File: src/button_repeat_menu_navigator_macros.svh
// Assertion macros for the button repeat menu navigator.
// Bodies are empty in synthesis builds.
`ifndef BUTTON_REPEAT_MENU_NAVIGATOR_MACROS_SVH
`define BUTTON_REPEAT_MENU_NAVIGATOR_MACROS_SVH

`ifndef SYNTHESIS

// same-cycle implication
`define BRMN_ASSERT_IMPL(label, clk, rst_n, ante, cons) \
	label: assert property (@(posedge clk) disable iff (!rst_n) (ante) |-> (cons)) \
		else $error("assertion failed");

// next-cycle implication
`define BRMN_ASSERT_NEXT(label, clk, rst_n, ante, cons) \
	label: assert property (@(posedge clk) disable iff (!rst_n) (ante) |=> (cons)) \
		else $error("assertion failed");

`else

`define BRMN_ASSERT_IMPL(label, clk, rst_n, ante, cons)
`define BRMN_ASSERT_NEXT(label, clk, rst_n, ante, cons)

`endif

`endif

File: src/brmn_pkg.sv
package brmn_pkg;

	localparam int PAGE_COUNT   = 4;
	localparam int BUTTON_COUNT = 3;
	// page register is at least as wide as the two-bit page field
	localparam int PAGE_W = (PAGE_COUNT > 4) ? $clog2(PAGE_COUNT) : 2;

	localparam int CNT_W = 16;

	// output queue, depth must be a power of two
	localparam int QDEPTH      = 4;
	localparam int QPTR_W      = $clog2(QDEPTH);
	localparam int QCNT_W      = $clog2(QDEPTH + 1);
	localparam int MAX_RESULTS = BUTTON_COUNT;

	localparam logic [1:0] KEY_LEFT   = 2'd0;
	localparam logic [1:0] KEY_MIDDLE = 2'd1;
	localparam logic [1:0] KEY_RIGHT  = 2'd2;

	localparam logic EV_PRESS = 1'b0;
	localparam logic EV_HOLD  = 1'b1;

	localparam logic [15:0] RST_DEBOUNCE   = 16'd5;
	localparam logic [15:0] RST_FIRST_HOLD = 16'd350;
	localparam logic [15:0] RST_REPEAT_GAP = 16'd120;

	typedef enum logic [1:0] {
		REG_DEBOUNCE   = 2'd0,
		REG_FIRST_HOLD = 2'd1,
		REG_REPEAT_GAP = 2'd2
	} reg_idx_t;

	typedef enum logic [1:0] {
		ACT_CHANGE = 2'd0,
		ACT_INC    = 2'd1,
		ACT_DEC    = 2'd2,
		ACT_NONE   = 2'd3
	} action_t;

	typedef struct packed {
		logic [CNT_W-1:0] debounce_ticks;
		logic [CNT_W-1:0] first_hold;
		logic [CNT_W-1:0] repeat_gap;
	} cfg_t;

	typedef struct packed {
		logic fire;
		logic kind;
	} lane_evt_t;

	typedef struct packed {
		logic [1:0] button_id;
		logic       event_kind;
		action_t    action;
		logic [1:0] page;
		logic       selected;
		logic       redraw;
		logic       last_of_tick;
	} res_t;

endpackage

File: src/brmn_lane.sv
`include "button_repeat_menu_navigator_macros.svh"

module brmn_lane
	import brmn_pkg::*;
(
	input  logic      clk,
	input  logic      arst_n,
	input  logic      en,
	input  logic      down,
	input  cfg_t      cfg,
	output lane_evt_t evt
);

	logic [CNT_W-1:0] press_cnt_q, press_cnt_d;
	logic [CNT_W-1:0] hold_cnt_q, hold_cnt_d;
	logic             reported_q, reported_d;
	logic [CNT_W-1:0] press_inc;
	logic [CNT_W-1:0] hold_dec;

	always_comb begin
		press_inc  = (press_cnt_q == '1) ? press_cnt_q : press_cnt_q + CNT_W'(1);
		hold_dec   = hold_cnt_q - CNT_W'(1);
		press_cnt_d = press_cnt_q;
		hold_cnt_d  = hold_cnt_q;
		reported_d  = reported_q;
		evt         = '0;
		if (!down) begin
			press_cnt_d = '0;
			hold_cnt_d  = '0;
			reported_d  = 1'b0;
		end else if (!reported_q) begin
			press_cnt_d = press_inc;
			if (press_inc >= cfg.debounce_ticks) begin
				evt.fire   = 1'b1;
				evt.kind   = EV_PRESS;
				reported_d = 1'b1;
				hold_cnt_d = cfg.first_hold;
			end
		end else begin
			// down-counter wraps when the reload value is zero
			if (hold_dec == '0) begin
				evt.fire   = 1'b1;
				evt.kind   = EV_HOLD;
				hold_cnt_d = cfg.repeat_gap;
			end else begin
				hold_cnt_d = hold_dec;
			end
		end
	end

	always_ff @(posedge clk or negedge arst_n) begin
		if (!arst_n) begin
			press_cnt_q <= '0;
			hold_cnt_q  <= '0;
			reported_q  <= 1'b0;
		end else if (en) begin
			press_cnt_q <= press_cnt_d;
			hold_cnt_q  <= hold_cnt_d;
			reported_q  <= reported_d;
		end
	end

	`BRMN_ASSERT_IMPL(a_reported_cnt, clk, arst_n, reported_q, press_cnt_q != '0)

endmodule

File: src/brmn_merge.sv
`include "button_repeat_menu_navigator_macros.svh"

module brmn_merge
	import brmn_pkg::*;
(
	input  logic      clk,
	input  logic      arst_n,
	input  logic      en,
	input  lane_evt_t evt [BUTTON_COUNT],
	output res_t      res [BUTTON_COUNT]
);

	logic [PAGE_W-1:0] page_q, page_d;
	logic              sel_q, sel_d;

	// apply the lane events in button order; each result sees the menu after its event
	always_comb begin
		logic    later;
		action_t act;
		logic    rd;
		page_d = page_q;
		sel_d  = sel_q;
		for (int b = 0; b < BUTTON_COUNT; b++) begin
			act = ACT_CHANGE;
			rd  = 1'b1;
			if (evt[b].fire) begin
				if (evt[b].kind == EV_PRESS) begin
					if (sel_d) begin
						if (2'(b) == KEY_RIGHT)
							act = ACT_INC;
						else if (2'(b) == KEY_LEFT)
							act = ACT_DEC;
					end else if (2'(b) == KEY_RIGHT) begin
						page_d = (page_d == PAGE_W'(PAGE_COUNT - 1)) ? '0 : page_d + PAGE_W'(1);
					end else if (2'(b) == KEY_LEFT) begin
						page_d = (page_d == '0) ? PAGE_W'(PAGE_COUNT - 1) : page_d - PAGE_W'(1);
					end
					if (2'(b) == KEY_MIDDLE)
						sel_d = !sel_d;
				end else begin
					act = ACT_NONE;
					rd  = 1'b0;
					if (sel_d && 2'(b) != KEY_MIDDLE) begin
						act = (2'(b) == KEY_RIGHT) ? ACT_INC : ACT_DEC;
						rd  = 1'b1;
					end
				end
			end
			later = 1'b0;
			for (int k = b + 1; k < BUTTON_COUNT; k++)
				later = later | evt[k].fire;
			res[b].button_id    = 2'(b);
			res[b].event_kind   = evt[b].kind;
			res[b].action       = act;
			res[b].page         = page_d[1:0];
			res[b].selected     = sel_d;
			res[b].redraw       = rd;
			res[b].last_of_tick = !later;
		end
	end

	always_ff @(posedge clk or negedge arst_n) begin
		if (!arst_n) begin
			page_q <= '0;
			sel_q  <= 1'b0;
		end else if (en) begin
			page_q <= page_d;
			sel_q  <= sel_d;
		end
	end

	`BRMN_ASSERT_IMPL(a_page_range, clk, arst_n, 1'b1, page_q <= PAGE_W'(PAGE_COUNT - 1))

endmodule

File: src/brmn_outq.sv
`include "button_repeat_menu_navigator_macros.svh"

module brmn_outq
	import brmn_pkg::*;
(
	input  logic clk,
	input  logic arst_n,
	input  logic push,
	input  logic [BUTTON_COUNT-1:0] fire,
	input  res_t res [BUTTON_COUNT],
	input  logic pop,
	output logic full,
	output logic nonempty,
	output res_t head
);

	res_t              mem_q [QDEPTH];
	logic [QPTR_W-1:0] wptr_q, rptr_q;
	logic [QCNT_W-1:0] cnt_q;
	logic [QCNT_W-1:0] push_n;
	logic [QPTR_W-1:0] rank [BUTTON_COUNT];
	logic              do_pop;

	always_comb begin
		logic [QPTR_W-1:0] r;
		r = '0;
		for (int b = 0; b < BUTTON_COUNT; b++) begin
			rank[b] = r;
			r = r + QPTR_W'(fire[b]);
		end
		push_n = push ? QCNT_W'($countones(fire)) : '0;
	end

	assign nonempty = (cnt_q != '0);
	assign do_pop   = pop && nonempty;
	// room for a full tick's worth of results
	assign full     = (cnt_q > QCNT_W'(QDEPTH - MAX_RESULTS));
	assign head     = mem_q[rptr_q];

	always_ff @(posedge clk) begin
		for (int b = 0; b < BUTTON_COUNT; b++)
			if (push && fire[b])
				mem_q[wptr_q + rank[b]] <= res[b];
	end

	always_ff @(posedge clk or negedge arst_n) begin
		if (!arst_n) begin
			wptr_q <= '0;
			rptr_q <= '0;
			cnt_q  <= '0;
		end else begin
			wptr_q <= wptr_q + push_n[QPTR_W-1:0];
			if (do_pop)
				rptr_q <= rptr_q + QPTR_W'(1);
			cnt_q <= cnt_q + push_n - QCNT_W'(do_pop);
		end
	end

	`BRMN_ASSERT_IMPL(a_no_overflow, clk, arst_n, 1'b1, cnt_q <= QCNT_W'(QDEPTH))
	`BRMN_ASSERT_NEXT(a_pop_count, clk, arst_n, do_pop && push_n == '0, cnt_q == $past(cnt_q) - QCNT_W'(1))

endmodule

File: src/button_repeat_menu_navigator.sv
// Button debounce with auto-repeat driving a page/selection menu. Each accepted
// item is one tick carrying the left, middle and right button levels; three
// lanes update the per-button counters in the same cycle and a merge stage
// applies the resulting press and hold events, in button order, to the page
// and selection state. The zero to three results of a tick go into a
// four-entry output queue and leave one per cycle, in order, while out_stall
// is low, with last_of_tick set on the final one. A tick is accepted in any
// cycle in which the queue holds at most one result, so ticks can follow back
// to back; the single output port sets the sustained rate at one result per
// cycle. Configuration writes take effect on the next tick.
`include "button_repeat_menu_navigator_macros.svh"

module button_repeat_menu_navigator
	import brmn_pkg::*;
(
	input  logic        clk,
	input  logic        arst_n,
	input  logic        cfg_we,
	input  logic [1:0]  cfg_index,
	input  logic [15:0] cfg_data,
	input  logic        in_valid,
	output logic        in_stall,
	input  logic        left_down,
	input  logic        middle_down,
	input  logic        right_down,
	output logic        out_valid,
	input  logic        out_stall,
	output logic [1:0]  button_id,
	output logic        event_kind,
	output logic [1:0]  action,
	output logic [1:0]  page,
	output logic        selected,
	output logic        redraw,
	output logic        last_of_tick
);

	cfg_t      cfg_q;
	logic      accept;
	logic      q_full;
	logic [BUTTON_COUNT-1:0] downs;
	logic [BUTTON_COUNT-1:0] fire;
	lane_evt_t evt [BUTTON_COUNT];
	res_t      res [BUTTON_COUNT];
	res_t      head;

	always_ff @(posedge clk or negedge arst_n) begin
		if (!arst_n) begin
			cfg_q.debounce_ticks <= RST_DEBOUNCE;
			cfg_q.first_hold     <= RST_FIRST_HOLD;
			cfg_q.repeat_gap     <= RST_REPEAT_GAP;
		end else if (cfg_we) begin
			unique case (cfg_index)
				REG_DEBOUNCE:   cfg_q.debounce_ticks <= cfg_data;
				REG_FIRST_HOLD: cfg_q.first_hold     <= cfg_data;
				REG_REPEAT_GAP: cfg_q.repeat_gap     <= cfg_data;
				default: ;
			endcase
		end
	end

	assign in_stall = q_full;
	assign accept   = in_valid && !q_full;
	assign downs    = {right_down, middle_down, left_down};

	for (genvar b = 0; b < BUTTON_COUNT; b++) begin : g_lane
		brmn_lane u_lane (
			.clk    (clk),
			.arst_n (arst_n),
			.en     (accept),
			.down   (downs[b]),
			.cfg    (cfg_q),
			.evt    (evt[b])
		);
		assign fire[b] = evt[b].fire;
	end

	brmn_merge u_merge (
		.clk    (clk),
		.arst_n (arst_n),
		.en     (accept),
		.evt    (evt),
		.res    (res)
	);

	brmn_outq u_outq (
		.clk      (clk),
		.arst_n   (arst_n),
		.push     (accept),
		.fire     (fire),
		.res      (res),
		.pop      (!out_stall),
		.full     (q_full),
		.nonempty (out_valid),
		.head     (head)
	);

	assign button_id    = head.button_id;
	assign event_kind   = head.event_kind;
	assign action       = head.action;
	assign page         = head.page;
	assign selected     = head.selected;
	assign redraw       = head.redraw;
	assign last_of_tick = head.last_of_tick;

	`BRMN_ASSERT_IMPL(a_hold_unsel, clk, arst_n, out_valid && event_kind == EV_HOLD && !selected, action == ACT_NONE && !redraw)

endmodule
File: config.mk
export PLATFORM = sky130hd
export DESIGN_NAME = button_repeat_menu_navigator
export DESIGN_NICKNAME = d
export VERILOG_FILES = /design/src/brmn_pkg.sv /design/src/brmn_lane.sv /design/src/brmn_merge.sv /design/src/brmn_outq.sv /design/src/button_repeat_menu_navigator.sv
export VERILOG_INCLUDE_DIRS = /design/src /design/src/src
export SDC_FILE = /design/constraint.sdc
export NUM_CORES = 1
export LEC_CHECK = 0
export BUFFER_PORTS_ARGS = -buffer_cell sky130_fd_sc_hd__buf_2
export CAP_MARGIN = 0
export CORE_MARGIN = 2
export CORE_UTILIZATION = 57
export CTS_CLUSTER_DIAMETER = 200
export DETAILED_ROUTE_END_ITERATION = 12
export GPL_TIMING_DRIVEN = 0
export PLACE_DENSITY = 0.73
export SLEW_MARGIN = 20
export SYNTH_ARGS = -nofsm -noshare
export SYNTH_HDL_FRONTEND = slang
export SYNTH_SLANG_ARGS = --single-unit
File: constraint.sdc
create_clock -name clk -period 9.1 [get_ports clk]
set_input_delay 0.91 -clock clk [delete_from_list [all_inputs] [get_ports clk]]
set_output_delay 0.91 -clock clk [all_outputs]
set_load 0.03 [all_outputs]
==> impl_metrics.env, run 1 <==
export IMPL_synth_top_family_by_area="compound AO/OA/AOI/OAI gates"
export IMPL_drv_slew=0
export IMPL_skew_ns=0.0117
export IMPL_fp_dieH_um=154
export IMPL_crit_slowest_cell="xnor2_1"
export IMPL_synth_most_common_cell="dfrtp_1"
export IMPL_p_per_area_mw_per_mm2=264
export IMPL_worstSetupEndpointType="flop"
export IMPL_worst_pin_slew_ns=0.899
export IMPL_clock_latency_ns=0.45
export IMPL_path_delay_family="simple AND/OR/NAND/NOR gates"
export IMPL_ys_flop_type="dfrtp_1"
export IMPL_synth_distinct_cells=82
export IMPL_outcome="finished, final reports clean"
export IMPL_setup_tns_ns=0
export IMPL_cts_resized=0
export IMPL_initial_utilization_pct=58.3
export IMPL_via_per_inst=6.39
export IMPL_grtUsageTotal_pct=30.0
export IMPL_cts_tree="done"
export IMPL_wl_met2_mm=16.0
export IMPL_synth_area_mm2=0.0128
export IMPL_synth_compound_area_share_pct=20.0
export IMPL_fill_cells=1790
export IMPL_ios=38
export IMPL_yosysTopAreaCell="dfrtp_1"
export IMPL_async_flop_share_pct=79.7
export IMPL_synthCells=1363
export IMPL_rr_worst_depth=22
export IMPL_synth_edff_count=28
export IMPL_postRouteAntennaNets=0
export IMPL_synth_top_cell_area_share_pct=28.4
export IMPL_drive_gt1_share_pct=11.5
export IMPL_crit_start="g_lane[0].u_lane.press_cnt_q[3]$_DFFE_PN0P_"
export IMPL_gp_congestion=0.927
export IMPL_power_mw=3.70
export IMPL_overflow=0
export IMPL_cts_root_buf="clkbuf_16"
export IMPL_route_detailed_drc=0
export IMPL_worstPathCellList="clkbuf_1, and4_1, nand4_1, nor3_1, nand3_1, and2_1, nand2_1, xnor2_1, ha_1, a211oi_1, o21ai_0, o2bb2ai_1, a21oi_1, nand2b_1, inv_1, ha_1, xnor2_1, nand2b_1, mux2i_1, and2_1, clkbuf_1, mux2i_1"
export IMPL_grt_pass1_vias=10300
export IMPL_slowest_delay_ns=0.58
export IMPL_dpl_hpwl_mm=26.3
export IMPL_seq_area_frac_synth_pct=39.3
export IMPL_wl_per_cell_um=20.5
export IMPL_synthAdderAreaFrac_pct=6.51
export IMPL_cts_setup_buffers=0
export IMPL_ir_drop_uv=215
export IMPL_clockBufferDepth=2
export IMPL_met1_length_mm=15.3
export IMPL_rr_endpoint="u_outq.mem_q[0][3]$_DFFE_PP_"
export IMPL_crit_path_start_kind="flop"
export IMPL_synthXorXnorAreaFrac_pct=5.41
export IMPL_p_leak_nw=6.18
export IMPL_netlist_top_cells_count="dfrtp_1, nor2_1, a21oi_1, nand2_1, o21ai_0"
export IMPL_crit_required_ns=9.27
export IMPL_synth_area_mux_share_pct=7.50
export IMPL_diodes=0
export IMPL_cts_hold_buf=0
export IMPL_place_area_mm2=0.0134
export IMPL_path_class="reg2reg"
export IMPL_design_area_mm2=0.0140
export IMPL_cp_num_buf_inv=3
export IMPL_die_x_um=154
export IMPL_hold_viol=0
export IMPL_synthTopCellsByArea="dfrtp_1, edfxtp_1, ha_1"
export IMPL_slew_headroom_pct=39.7
export IMPL_drt_initial_drc_count=960
export IMPL_clk_pin_slew_ns=0.08
export IMPL_grt_max_degree=97
export IMPL_wl_mm=35.1
export IMPL_ys_ff_latch=197
export IMPL_ys_warn_count=0
export IMPL_cp_max_fo=8
export IMPL_wl_met3_mm=2.88
export IMPL_rows=54
export IMPL_syn_to_final_growth_pct=9.40
export IMPL_setup_viol=0
export IMPL_syn_avg_cell_area_um2=9.39
export IMPL_yosys_area_share_simple_pct=18.0
export IMPL_syn_num_nets=1455
export IMPL_rsz0062_at_grt="false"
export IMPL_cts_buffers_inserted=17
export IMPL_reg2reg_slack_ns=2.63
export IMPL_hold_path_class="in2async"
export IMPL_clock_sinks=197
export IMPL_h_tree_depth=4
export IMPL_io_buffers=36
export IMPL_maxCapViolations=0
export IMPL_cp_arrival_ns=6.65
export IMPL_via_count=10900
export IMPL_dr_pass1_iters=5
export IMPL_fin_crit_sh_pct=71.1
export IMPL_top_layer_used="met4"
export IMPL_grt_antenna_before_repair=0
export IMPL_dieArea_mm2=0.0237
export IMPL_worstReg2RegStart="g_lane[0].u_lane.press_cnt_q[3]$_DFFE_PN0P_"
export IMPL_grt_pass1_wl_mm=55.8
export IMPL_max_freq_ghz=0.154
export IMPL_core_region_area_mm2=0.0220
export IMPL_finalNetCount=1511
export IMPL_fin_crit_ns=6.47
through the flow:
step                      hold WS, ns  setup slack, ns  cells  util (%)
after floorplan                 0.421             3.67   1363         -
after global placement          0.430             2.59   1679      60.7
after detailed placement        0.436             2.40   1680      60.9
after CTS                       0.404             2.34   1712      63.7
after global routing            0.414             2.07   1712      63.8
final                           0.380             2.63   1712      63.8
state kept, by name, summed over array words and instances, names as in the netlist:
register and flops:
cfg_q 48, g_lane.u_lane.hold_cnt_q 48, g_lane.u_lane.press_cnt_q 48, u_outq.mem_q 40, g_lane.u_lane.reported_q 3, u_outq.cnt_q 3
u_merge.page_q 2, u_outq.rptr_q 2, u_outq.wptr_q 2, u_merge.sel_q 1
how the worst max path moves through the flow:
stage	to	slack [ns]	depth (start not counted)
6_report	u_outq.mem_q[0][3]$_DFFE_PP_	2.63	22
3_5_place_dp	u_outq.cnt_q[2]$_DFF_PN0_	2.40	23
3_3_place_gp	u_outq.cnt_q[2]$_DFF_PN0_	2.59	23
4_1_cts	u_outq.cnt_q[2]$_DFF_PN0_	2.34	23
5_1_grt	u_outq.mem_q[0][6]$_DFFE_PP_	2.07	22
2_1_floorplan	u_outq.cnt_q[2]$_DFF_PN0_	3.67	23
area by class of cell:
class | instances | area (µm²) | area share [%]
Multi-Input combinational cell | 1055 | 7370 | 52.6
Sequential cell | 197 | 5020 | 35.9
Clock buffer | 17 | 425 | 3.04
Tap cell | 280 | 350 | 2.50
Buffer | 64 | 246 | 1.76
Timing Repair Buffer | 37 | 218 | 1.56
Clock inverter | 15 | 190 | 1.36
Inverter | 47 | 176 | 1.26
cell families after synthesis:
logic type / after synthesis
AND/OR/NAND/NOR: 453
AO/OA/AOI/OAI: 379
flip-flops: 197
buffers and inverters: 111
XOR/XNOR: 79
multiplexers: 78
adder cells (fa/ha/maj): 66
cells in the final DEF, fill, tap and decap left out, drive strengths merged, types with 16 or more instances in the layout:
master and count:
inv 53, and3 17, buf 45, nor3 31
o21ai 83, xnor2 44, and2 16, edfxtp 28
nor2 120, a21oi 112, nand2 112, dfrtp 145
ha 65, mux2 43, clkbuf 73, xor2 35
nand3 32, nand4 21, a22o 71, nor4 19
mux2i 25
power by group:
group / switching, mW / internal (mW) / total (mW)
clock: 0.398 / 0.397 / 0.795
combinational: 1.00 / 0.679 / 1.68
sequential: 0.178 / 1.04 / 1.22
total: 1.58 / 2.12 / 3.70
worst reg2reg max path, stage by stage, from the launching register on:
cell and delay, ns:
dfrtp_1 0.33, clkbuf_1 0.27, and4_1 0.30, nand4_1 0.18
nor3_1 0.48, nand3_1 0.40, and2_1 0.30, nand2_1 0.11
xnor2_1 0.14, ha_1 0.26, a211oi_1 0.21, o21ai_0 0.14
o2bb2ai_1 0.15, a21oi_1 0.49, nand2b_1 0.28, inv_1 0.07
ha_1 0.21, xnor2_1 0.58, nand2b_1 0.22, mux2i_1 0.43
and2_1 0.20, clkbuf_1 0.31, mux2i_1 0.13
routing by layer:
layer	up-vias	track usage [%]
li1	5165	-
met2	402	46.6
met5	-	0
met3	66	7.19
met1	5301	42.1
met4	0	9.03
Power figures use the tool's default switching activity.
==> inputs of run 2 (changes only) <==
==> constraint.sdc (replaced) <==
create_clock -name clk -period 6.5 [get_ports clk]
set_input_delay 0.65 -clock clk [delete_from_list [all_inputs] [get_ports clk]]
set_output_delay 0.65 -clock clk [all_outputs]
set_load 0.03 [all_outputs]
==> run 2 against run 1 <==
Compared with the run above: sequential share of layout area down 0.070 points; clock power up 40%; die area unchanged; critical endpoint is now u_outq.cnt_q[2]$_DFF_PN0_; worst setup slack worse by 2.3 ns; critical path type unchanged; first-iteration DRC count grew 3.6%; final area rose by 0.20%; sequential cell count unchanged; power grew 40%; hold slack got worse by 0.26 ns; core utilization rose by 0.13 points; largest cell class unchanged; sequential power rose by 40%.
==> impl_metrics.env, run 2 (synthesis gave the netlist of run 1 again) <==
export IMPL_outcome="finished, final reports clean"
export IMPL_dpl_hpwl_mm=26.3
export IMPL_fin_ws_ns=0.310
export IMPL_worstReg2RegStart="g_lane[2].u_lane.press_cnt_q[0]$_DFFE_PN0P_"
export IMPL_clockBufferDepth=2
export IMPL_largestRegisters="cfg_q (48), g_lane.u_lane.hold_cnt_q (48), g_lane.u_lane.press_cnt_q (48)"
export IMPL_crit_slowest_cell="or4b_2"
export IMPL_grt_max_degree=97
export IMPL_rows=54
export IMPL_cts_root_buf="clkbuf_16"
export IMPL_grt_pass1_wl_mm=55.9
export IMPL_cp_common_cell="ha_1"
export IMPL_slowest_delay_ns=0.68
export IMPL_via_per_inst=6.40
export IMPL_hold_path_class="in2async"
export IMPL_worstPathCellList="ha_1, nand2_1, nor4_2, and2_1, clkbuf_1, a21oi_1, a31oi_1, ha_1, and3_1, a221o_1, or4b_2, o221ai_1, a211oi_2, ha_1, ha_1, nand2_1, ha_1, inv_1, fa_1, xor2_1, xnor2_1"
export IMPL_drive_gt1_share_pct=11.8
export IMPL_hold_viol=0
export IMPL_wl_per_cell_um=20.6
export IMPL_die_x_um=154
export IMPL_diodes=0
export IMPL_p_per_area_mw_per_mm2=369
export IMPL_most_common_layout_cells="dfrtp_1, nor2_1, nand2_1, a21oi_1, o21ai_0"
export IMPL_ir_drop_uv=304
export IMPL_drt_initial_drc_count=995
export IMPL_gp_congestion=0.927
export IMPL_slew_headroom_pct=39.1
export IMPL_drv_slew=0
export IMPL_grt_antenna_before_repair=0
export IMPL_clk_pin_slew_ns=0.08
export IMPL_syn_to_final_growth_pct=9.61
export IMPL_skew_ns=0.0127
export IMPL_clock_latency_ns=0.45
export IMPL_overflow=0
export IMPL_via_count=11000
export IMPL_clock_sinks=197
export IMPL_grt_pass1_vias=10300
export IMPL_cp_max_fo=6
export IMPL_finalNetCount=1511
export IMPL_rsz0062_at_grt="false"
export IMPL_p_leak_nw=6.19
export IMPL_h_tree_depth=4
export IMPL_final_common_cell="dfrtp_1"
export IMPL_cts_setup_buffers=0
export IMPL_grtUsageTotal_pct=30.1
export IMPL_post_place_ws_ns=-0.196
export IMPL_setup_viol=0
export IMPL_dieArea_mm2=0.0237
export IMPL_path_class="reg2reg"
export IMPL_dr_pass1_iters=6
export IMPL_core_region_area_mm2=0.0220
export IMPL_layout_cells_non_filler=1712
export IMPL_cts_buffers_inserted=17
export IMPL_crit_required_ns=6.84
export IMPL_ios=38
export IMPL_worst_pin_slew_ns=0.907
export IMPL_crit_path_start_kind="flop"
export IMPL_power_mw=5.18
export IMPL_crit_start="g_lane[2].u_lane.press_cnt_q[0]$_DFFE_PN0P_"
export IMPL_cts_hold_buf=0
export IMPL_route_detailed_drc=0
export IMPL_cts_tree="done"
export IMPL_fin_crit_ns=6.19
export IMPL_io_buffers=36
export IMPL_postRouteAntennaNets=0
export IMPL_fp_dieH_um=154
export IMPL_max_freq_ghz=0.162
export IMPL_dpl_cell_count=1680
export IMPL_cp_arrival_ns=6.53
export IMPL_worstSetupEndpointType="flop"
export IMPL_fin_crit_sh_pct=95.2
export IMPL_maxCapViolations=0
export IMPL_fin_util_pct=63.9
export IMPL_wl_mm=35.2
export IMPL_initial_utilization_pct=58.3
==> run 2: changes by cell type in the layout (fill, tap and decap cells not counted) <==
cell / delta
nor3_1: -2
nor3_2: +2
a21oi_1: -1
a21oi_2: +1
nor4_1: -1
nor4_2: +1
xnor2_1: -1
xnor2_2: +1
==> run 2: final cells by class <==
type                       count  area [µm²]
multi-input combinational   1055        7400
buffer                        64         246
fill                        1786        7930
clock inverter                15         190
inverter                      47         176
sequential                   197        5020
clock buffer                  17         425
tap                          280         350
timing repair buffer          37         218
==> run 2: layer usage <==
metal	global-route usage [%]	vias to the layer above	routed length (µm)
li1	-	5159	-
met1	42.1	5351	15400
met2	46.7	393	16100
met3	7.13	61	2780
met4	9.08	0	897
met5	0	-	0
==> run 2: through the flow <==
step | area, µm² | TNS (ns) | hold slack [ns]
after global routing | 14000 | 0 | 0.154
after detailed placement | 13400 | -0.332 | 0.436
final | 14000 | 0 | 0.118
after CTS | 14000 | 0 | 0.144
after global placement | 13300 | -0.0123 | 0.430
after floorplan | 12800 | 0 | 0.354
==> run 2: final timing paths <==
kind | endpoint | slack (ns) | cells past startpoint
max in group asynchronous | g_lane[1].u_lane.press_cnt_q[1]$_DFFE_PN0P_ | 5.54 | 2
min reg2reg | u_outq.mem_q[2][9]$_SDFFE_PP1P_ | 0.45 | 1
max reg2reg | u_outq.cnt_q[2]$_DFF_PN0_ | 0.31 | 21
min in group clk | cfg_q[34]$_DFFE_PN1P_ | 0.44 | 3
min | g_lane[0].u_lane.hold_cnt_q[6]$_DFFE_PN0P_ | 0.12 | 1
max | u_outq.cnt_q[2]$_DFF_PN0_ | 0.31 | 21
==> run 2: worst max-delay path, delay by kind of cell (launching register included) <==
| family | cells | cell delay (ns) |
|---|---|---|
| compound gates | 5 | 1.55 |
| xor+xnor | 2 | 0.31 |
| fa+ha+maj | 6 | 1.84 |
| buf+inv | 2 | 0.26 |
| flops | 1 | 0.42 |
| simple gates | 6 | 1.68 |
==> run 2: timing repair <==
item | in CTS | in global routing
pin swaps | 0 | 1
setup endpoints to repair | 8 | 57
gates resized for setup | 2 | 5
==> run 2: power breakdown <==
group / total (mW) / switching (mW) / internal, mW / leakage, nW
sequential: 1.71 / 0.247 / 1.46 / 2.41
clock: 1.11 / 0.557 / 0.555 / 0.298
combinational: 2.36 / 1.41 / 0.951 / 3.47
==> inputs of run 3 (changes only) <==
--- a/config.mk
+++ b/config.mk
@@ -17,4 +17,5 @@
 export SLEW_MARGIN = 20
 export SYNTH_ARGS = -nofsm -noshare
 export SYNTH_HDL_FRONTEND = slang
+export SYNTH_HIERARCHICAL = 1
 export SYNTH_SLANG_ARGS = --single-unit
==> run 3 against run 2 <==
Compared with the run above: worst setup slack gained 0.027 ns; synthesized cell count grew 19%; first-iteration DRC count grew 38%; critical path type unchanged; register-to-register slack gained 0.03 ns.
==> impl_metrics.env, run 3 <==
export IMPL_outcome="finished, final reports clean"
export IMPL_p_leak_nw=6.85
export IMPL_clk_pin_slew_ns=0.08
export IMPL_hold_viol=0
export IMPL_drt_initial_drc_count=1372
export IMPL_ys_warn_count=6
export IMPL_synth_distinct_cells=96
export IMPL_dieArea_mm2=0.0271
export IMPL_cp_max_fo=10
export IMPL_drive_gt1_share_pct=17.1
export IMPL_crit_path_start_kind="flop"
export IMPL_grt_max_degree=88
export IMPL_multi_input_area_mm2=0.00849
export IMPL_maxCapViolations=0
export IMPL_rr_worst_depth=19
export IMPL_worst_pin_slew_ns=0.898
export IMPL_hold_path_class="in2async"
export IMPL_synth_area_mm2=0.0147
export IMPL_syn_to_final_growth_pct=8.86
export IMPL_fill_cells=2160
export IMPL_route_detailed_drc=0
export IMPL_fp_dieH_um=165
export IMPL_die_x_um=165
export IMPL_cts_buffers_inserted=17
export IMPL_post_place_ws_ns=0.538
export IMPL_synth_most_common_cell="nand2_1"
export IMPL_seq_area_frac_synth_pct=34.9
export IMPL_async_flop_share_pct=79.7
export IMPL_slew_headroom_pct=39.8
export IMPL_grt_pass1_vias=12200
export IMPL_dpl_hpwl_mm=31.1
export IMPL_largestRegisters="cfg_q (48), g_lane.u_lane/hold_cnt_q (48), g_lane.u_lane/press_cnt_q (48)"
export IMPL_ios=38
export IMPL_netlist_top_cells_count="nand2_1, dfrtp_1, nor2_1, o21ai_0, inv_1"
export IMPL_clock_latency_ns=0.44
export IMPL_rows=58
export IMPL_reg2reg_slack_ns=0.34
export IMPL_final_seq_area_mm2=0.00514
export IMPL_setup_viol=0
export IMPL_core_region_area_mm2=0.0253
export IMPL_place_area_mm2=0.0154
export IMPL_syn_avg_cell_area_um2=9.06
export IMPL_wl_per_cell_um=20.6
export IMPL_rsz0062_at_grt="false"
export IMPL_fin_crit_sh_pct=94.8
export IMPL_synthCells=1625
export IMPL_fin_util_pct=63.5
export IMPL_ir_drop_uv=441
export IMPL_dr_pass1_iters=7
export IMPL_diodes=0
export IMPL_hold_slack_ns=0.179
export IMPL_overflow=0
export IMPL_skew_ns=0.0156
export IMPL_most_common_layout_cells="nand2_1, dfrtp_1, nor2_1, o21ai_0, inv_1"
export IMPL_ys_flop_type="dfrtp_1"
export IMPL_rr_endpoint="u_outq/mem_q[2][0]$_DFFE_PP_"
export IMPL_yosysTopAreaCell="dfrtp_1"
export IMPL_worstSetupEndpointType="flop"
export IMPL_crit_required_ns=6.65
export IMPL_clockBufferDepth=2
export IMPL_cts_root_buf="clkbuf_16"
export IMPL_path_class="reg2reg"
export IMPL_synthTopCellsByArea="dfrtp_1, edfxtp_1, ha_1"
export IMPL_setup_tns_ns=0
export IMPL_design_area_mm2=0.0160
export IMPL_grt_antenna_before_repair=1
export IMPL_initial_utilization_pct=58.3
export IMPL_grt_pass1_wl_mm=66.6
export IMPL_clock_sinks=197
export IMPL_cts_setup_buffers=0
export IMPL_synth_edff_count=40
export IMPL_cts_hold_buf=0
export IMPL_worstReg2RegStart="g_lane[0].u_lane/press_cnt_q[2]$_DFFE_PN0P_"
export IMPL_fin_ws_ns=0.337
export IMPL_drv_slew=0
export IMPL_via_count=12900
export IMPL_gp_congestion=0.937
export IMPL_ys_ff_latch=197
export IMPL_via_per_inst=6.36
export IMPL_p_per_area_mw_per_mm2=502
export IMPL_cts_resized=0
export IMPL_fin_crit_ns=6.16
export IMPL_finalNetCount=1785
export IMPL_cp_arrival_ns=6.31
export IMPL_io_buffers=36
export IMPL_max_freq_ghz=0.162
export IMPL_h_tree_depth=4
export IMPL_grtUsageTotal_pct=31.6
export IMPL_cts_tree="done"
export IMPL_synth_top_cell_area_share_pct=24.6
export IMPL_wl_mm=41.8
export IMPL_postRouteAntennaNets=0
export IMPL_final_common_cell="nand2_1"
-- run 3: cell families (layout without fill, tap and decap cells) --
family,count (synthesis),after routing,share of synthesized area (%)
multiplexers,84,84,7.08
other,2,7,0.0510
AND/OR/NAND/NOR,607,607,22.3
flip-flops,197,197,34.9
buffers and inverters,214,287,7.54
adder cells (fa/ha/maj),69,69,6.02
XOR/XNOR,74,74,4.56
AO/OA/AOI/OAI,378,378,17.5
-- run 3: how the worst max path moves through the flow --
stage / start / end / slack (ns)
after detailed placement: g_lane[0].u_lane/press_cnt_q[2]$_DFFE_PN0P_ / u_outq/mem_q[2][4]$_DFFE_PP_ / 0.54
after global routing: g_lane[0].u_lane/press_cnt_q[2]$_DFFE_PN0P_ / u_outq/mem_q[2][0]$_DFFE_PP_ / 0.06
final: g_lane[0].u_lane/press_cnt_q[2]$_DFFE_PN0P_ / u_outq/mem_q[2][0]$_DFFE_PP_ / 0.34
after floorplan: g_lane[0].u_lane/press_cnt_q[2]$_DFFE_PN0P_ / u_outq/cnt_q[2]$_DFF_PN0_ / 1.30
after CTS: g_lane[0].u_lane/press_cnt_q[2]$_DFFE_PN0P_ / u_outq/mem_q[2][0]$_DFFE_PP_ / 0.45
after global placement: g_lane[0].u_lane/press_cnt_q[2]$_DFFE_PN0P_ / u_outq/mem_q[0][3]$_DFFE_PP_ / 0.37
-- run 3: cell type report --
type / count / area share, %
well taps: 330 / 2.58
flip-flops and latches: 197 / 32.1
plain buffers: 124 / 4.82
clock inverters: 10 / 0.820
repair buffers: 41 / 1.55
clock buffers: 22 / 3.03
multi-input cells: 1219 / 53.0
inverters: 90 / 2.11
-- run 3: layer usage --
metal | GRT usage [%] | up-vias | share of wire (%)
met5 | 0 | - | 0
met4 | 8.50 | 0 | 2.5
met3 | 6.08 | 76 | 8.4
met2 | 50.5 | 550 | 46
met1 | 44.3 | 6266 | 43
li1 | - | 6039 | -
-- run 3: worst max-delay path, cell delays in order (launching register included) --
cell and delay, ns:
dfrtp_1 0.33, clkbuf_1 0.29, and4_1 0.28, nand4_1 0.25, nor4_1 0.71, and3_1 0.30, nand3_1 0.12, o21a_1 0.13
ha_1 0.32, nand4_1 0.14, a211o_1 0.28, o21a_1 0.23, nor2_1 0.21, o21a_1 0.52, fa_1 0.50, nand3b_1 0.21
nand2b_1 0.22, buf_2 0.23, o211ai_1 0.32, buf_4 0.29
-- run 3: stage by stage --
stage | instances | total power [mW]
floorplan | 1630 | 5.68
CTS | 2033 | 7.96
global route | 2033 | 8.63
finish | 2033 | 8.04
detailed placement | 2001 | 6.81
global placement | 1996 | 6.70
-- run 3: power by group --
part	internal, mW	switching (mW)	total [mW]	leakage [nW]
Sequential	1.61	0.402	2.02	2.30
Combinational	1.91	2.98	4.89	4.25
Clock	0.623	0.512	1.13	0.301
Total	4.15	3.89	8.04	6.85
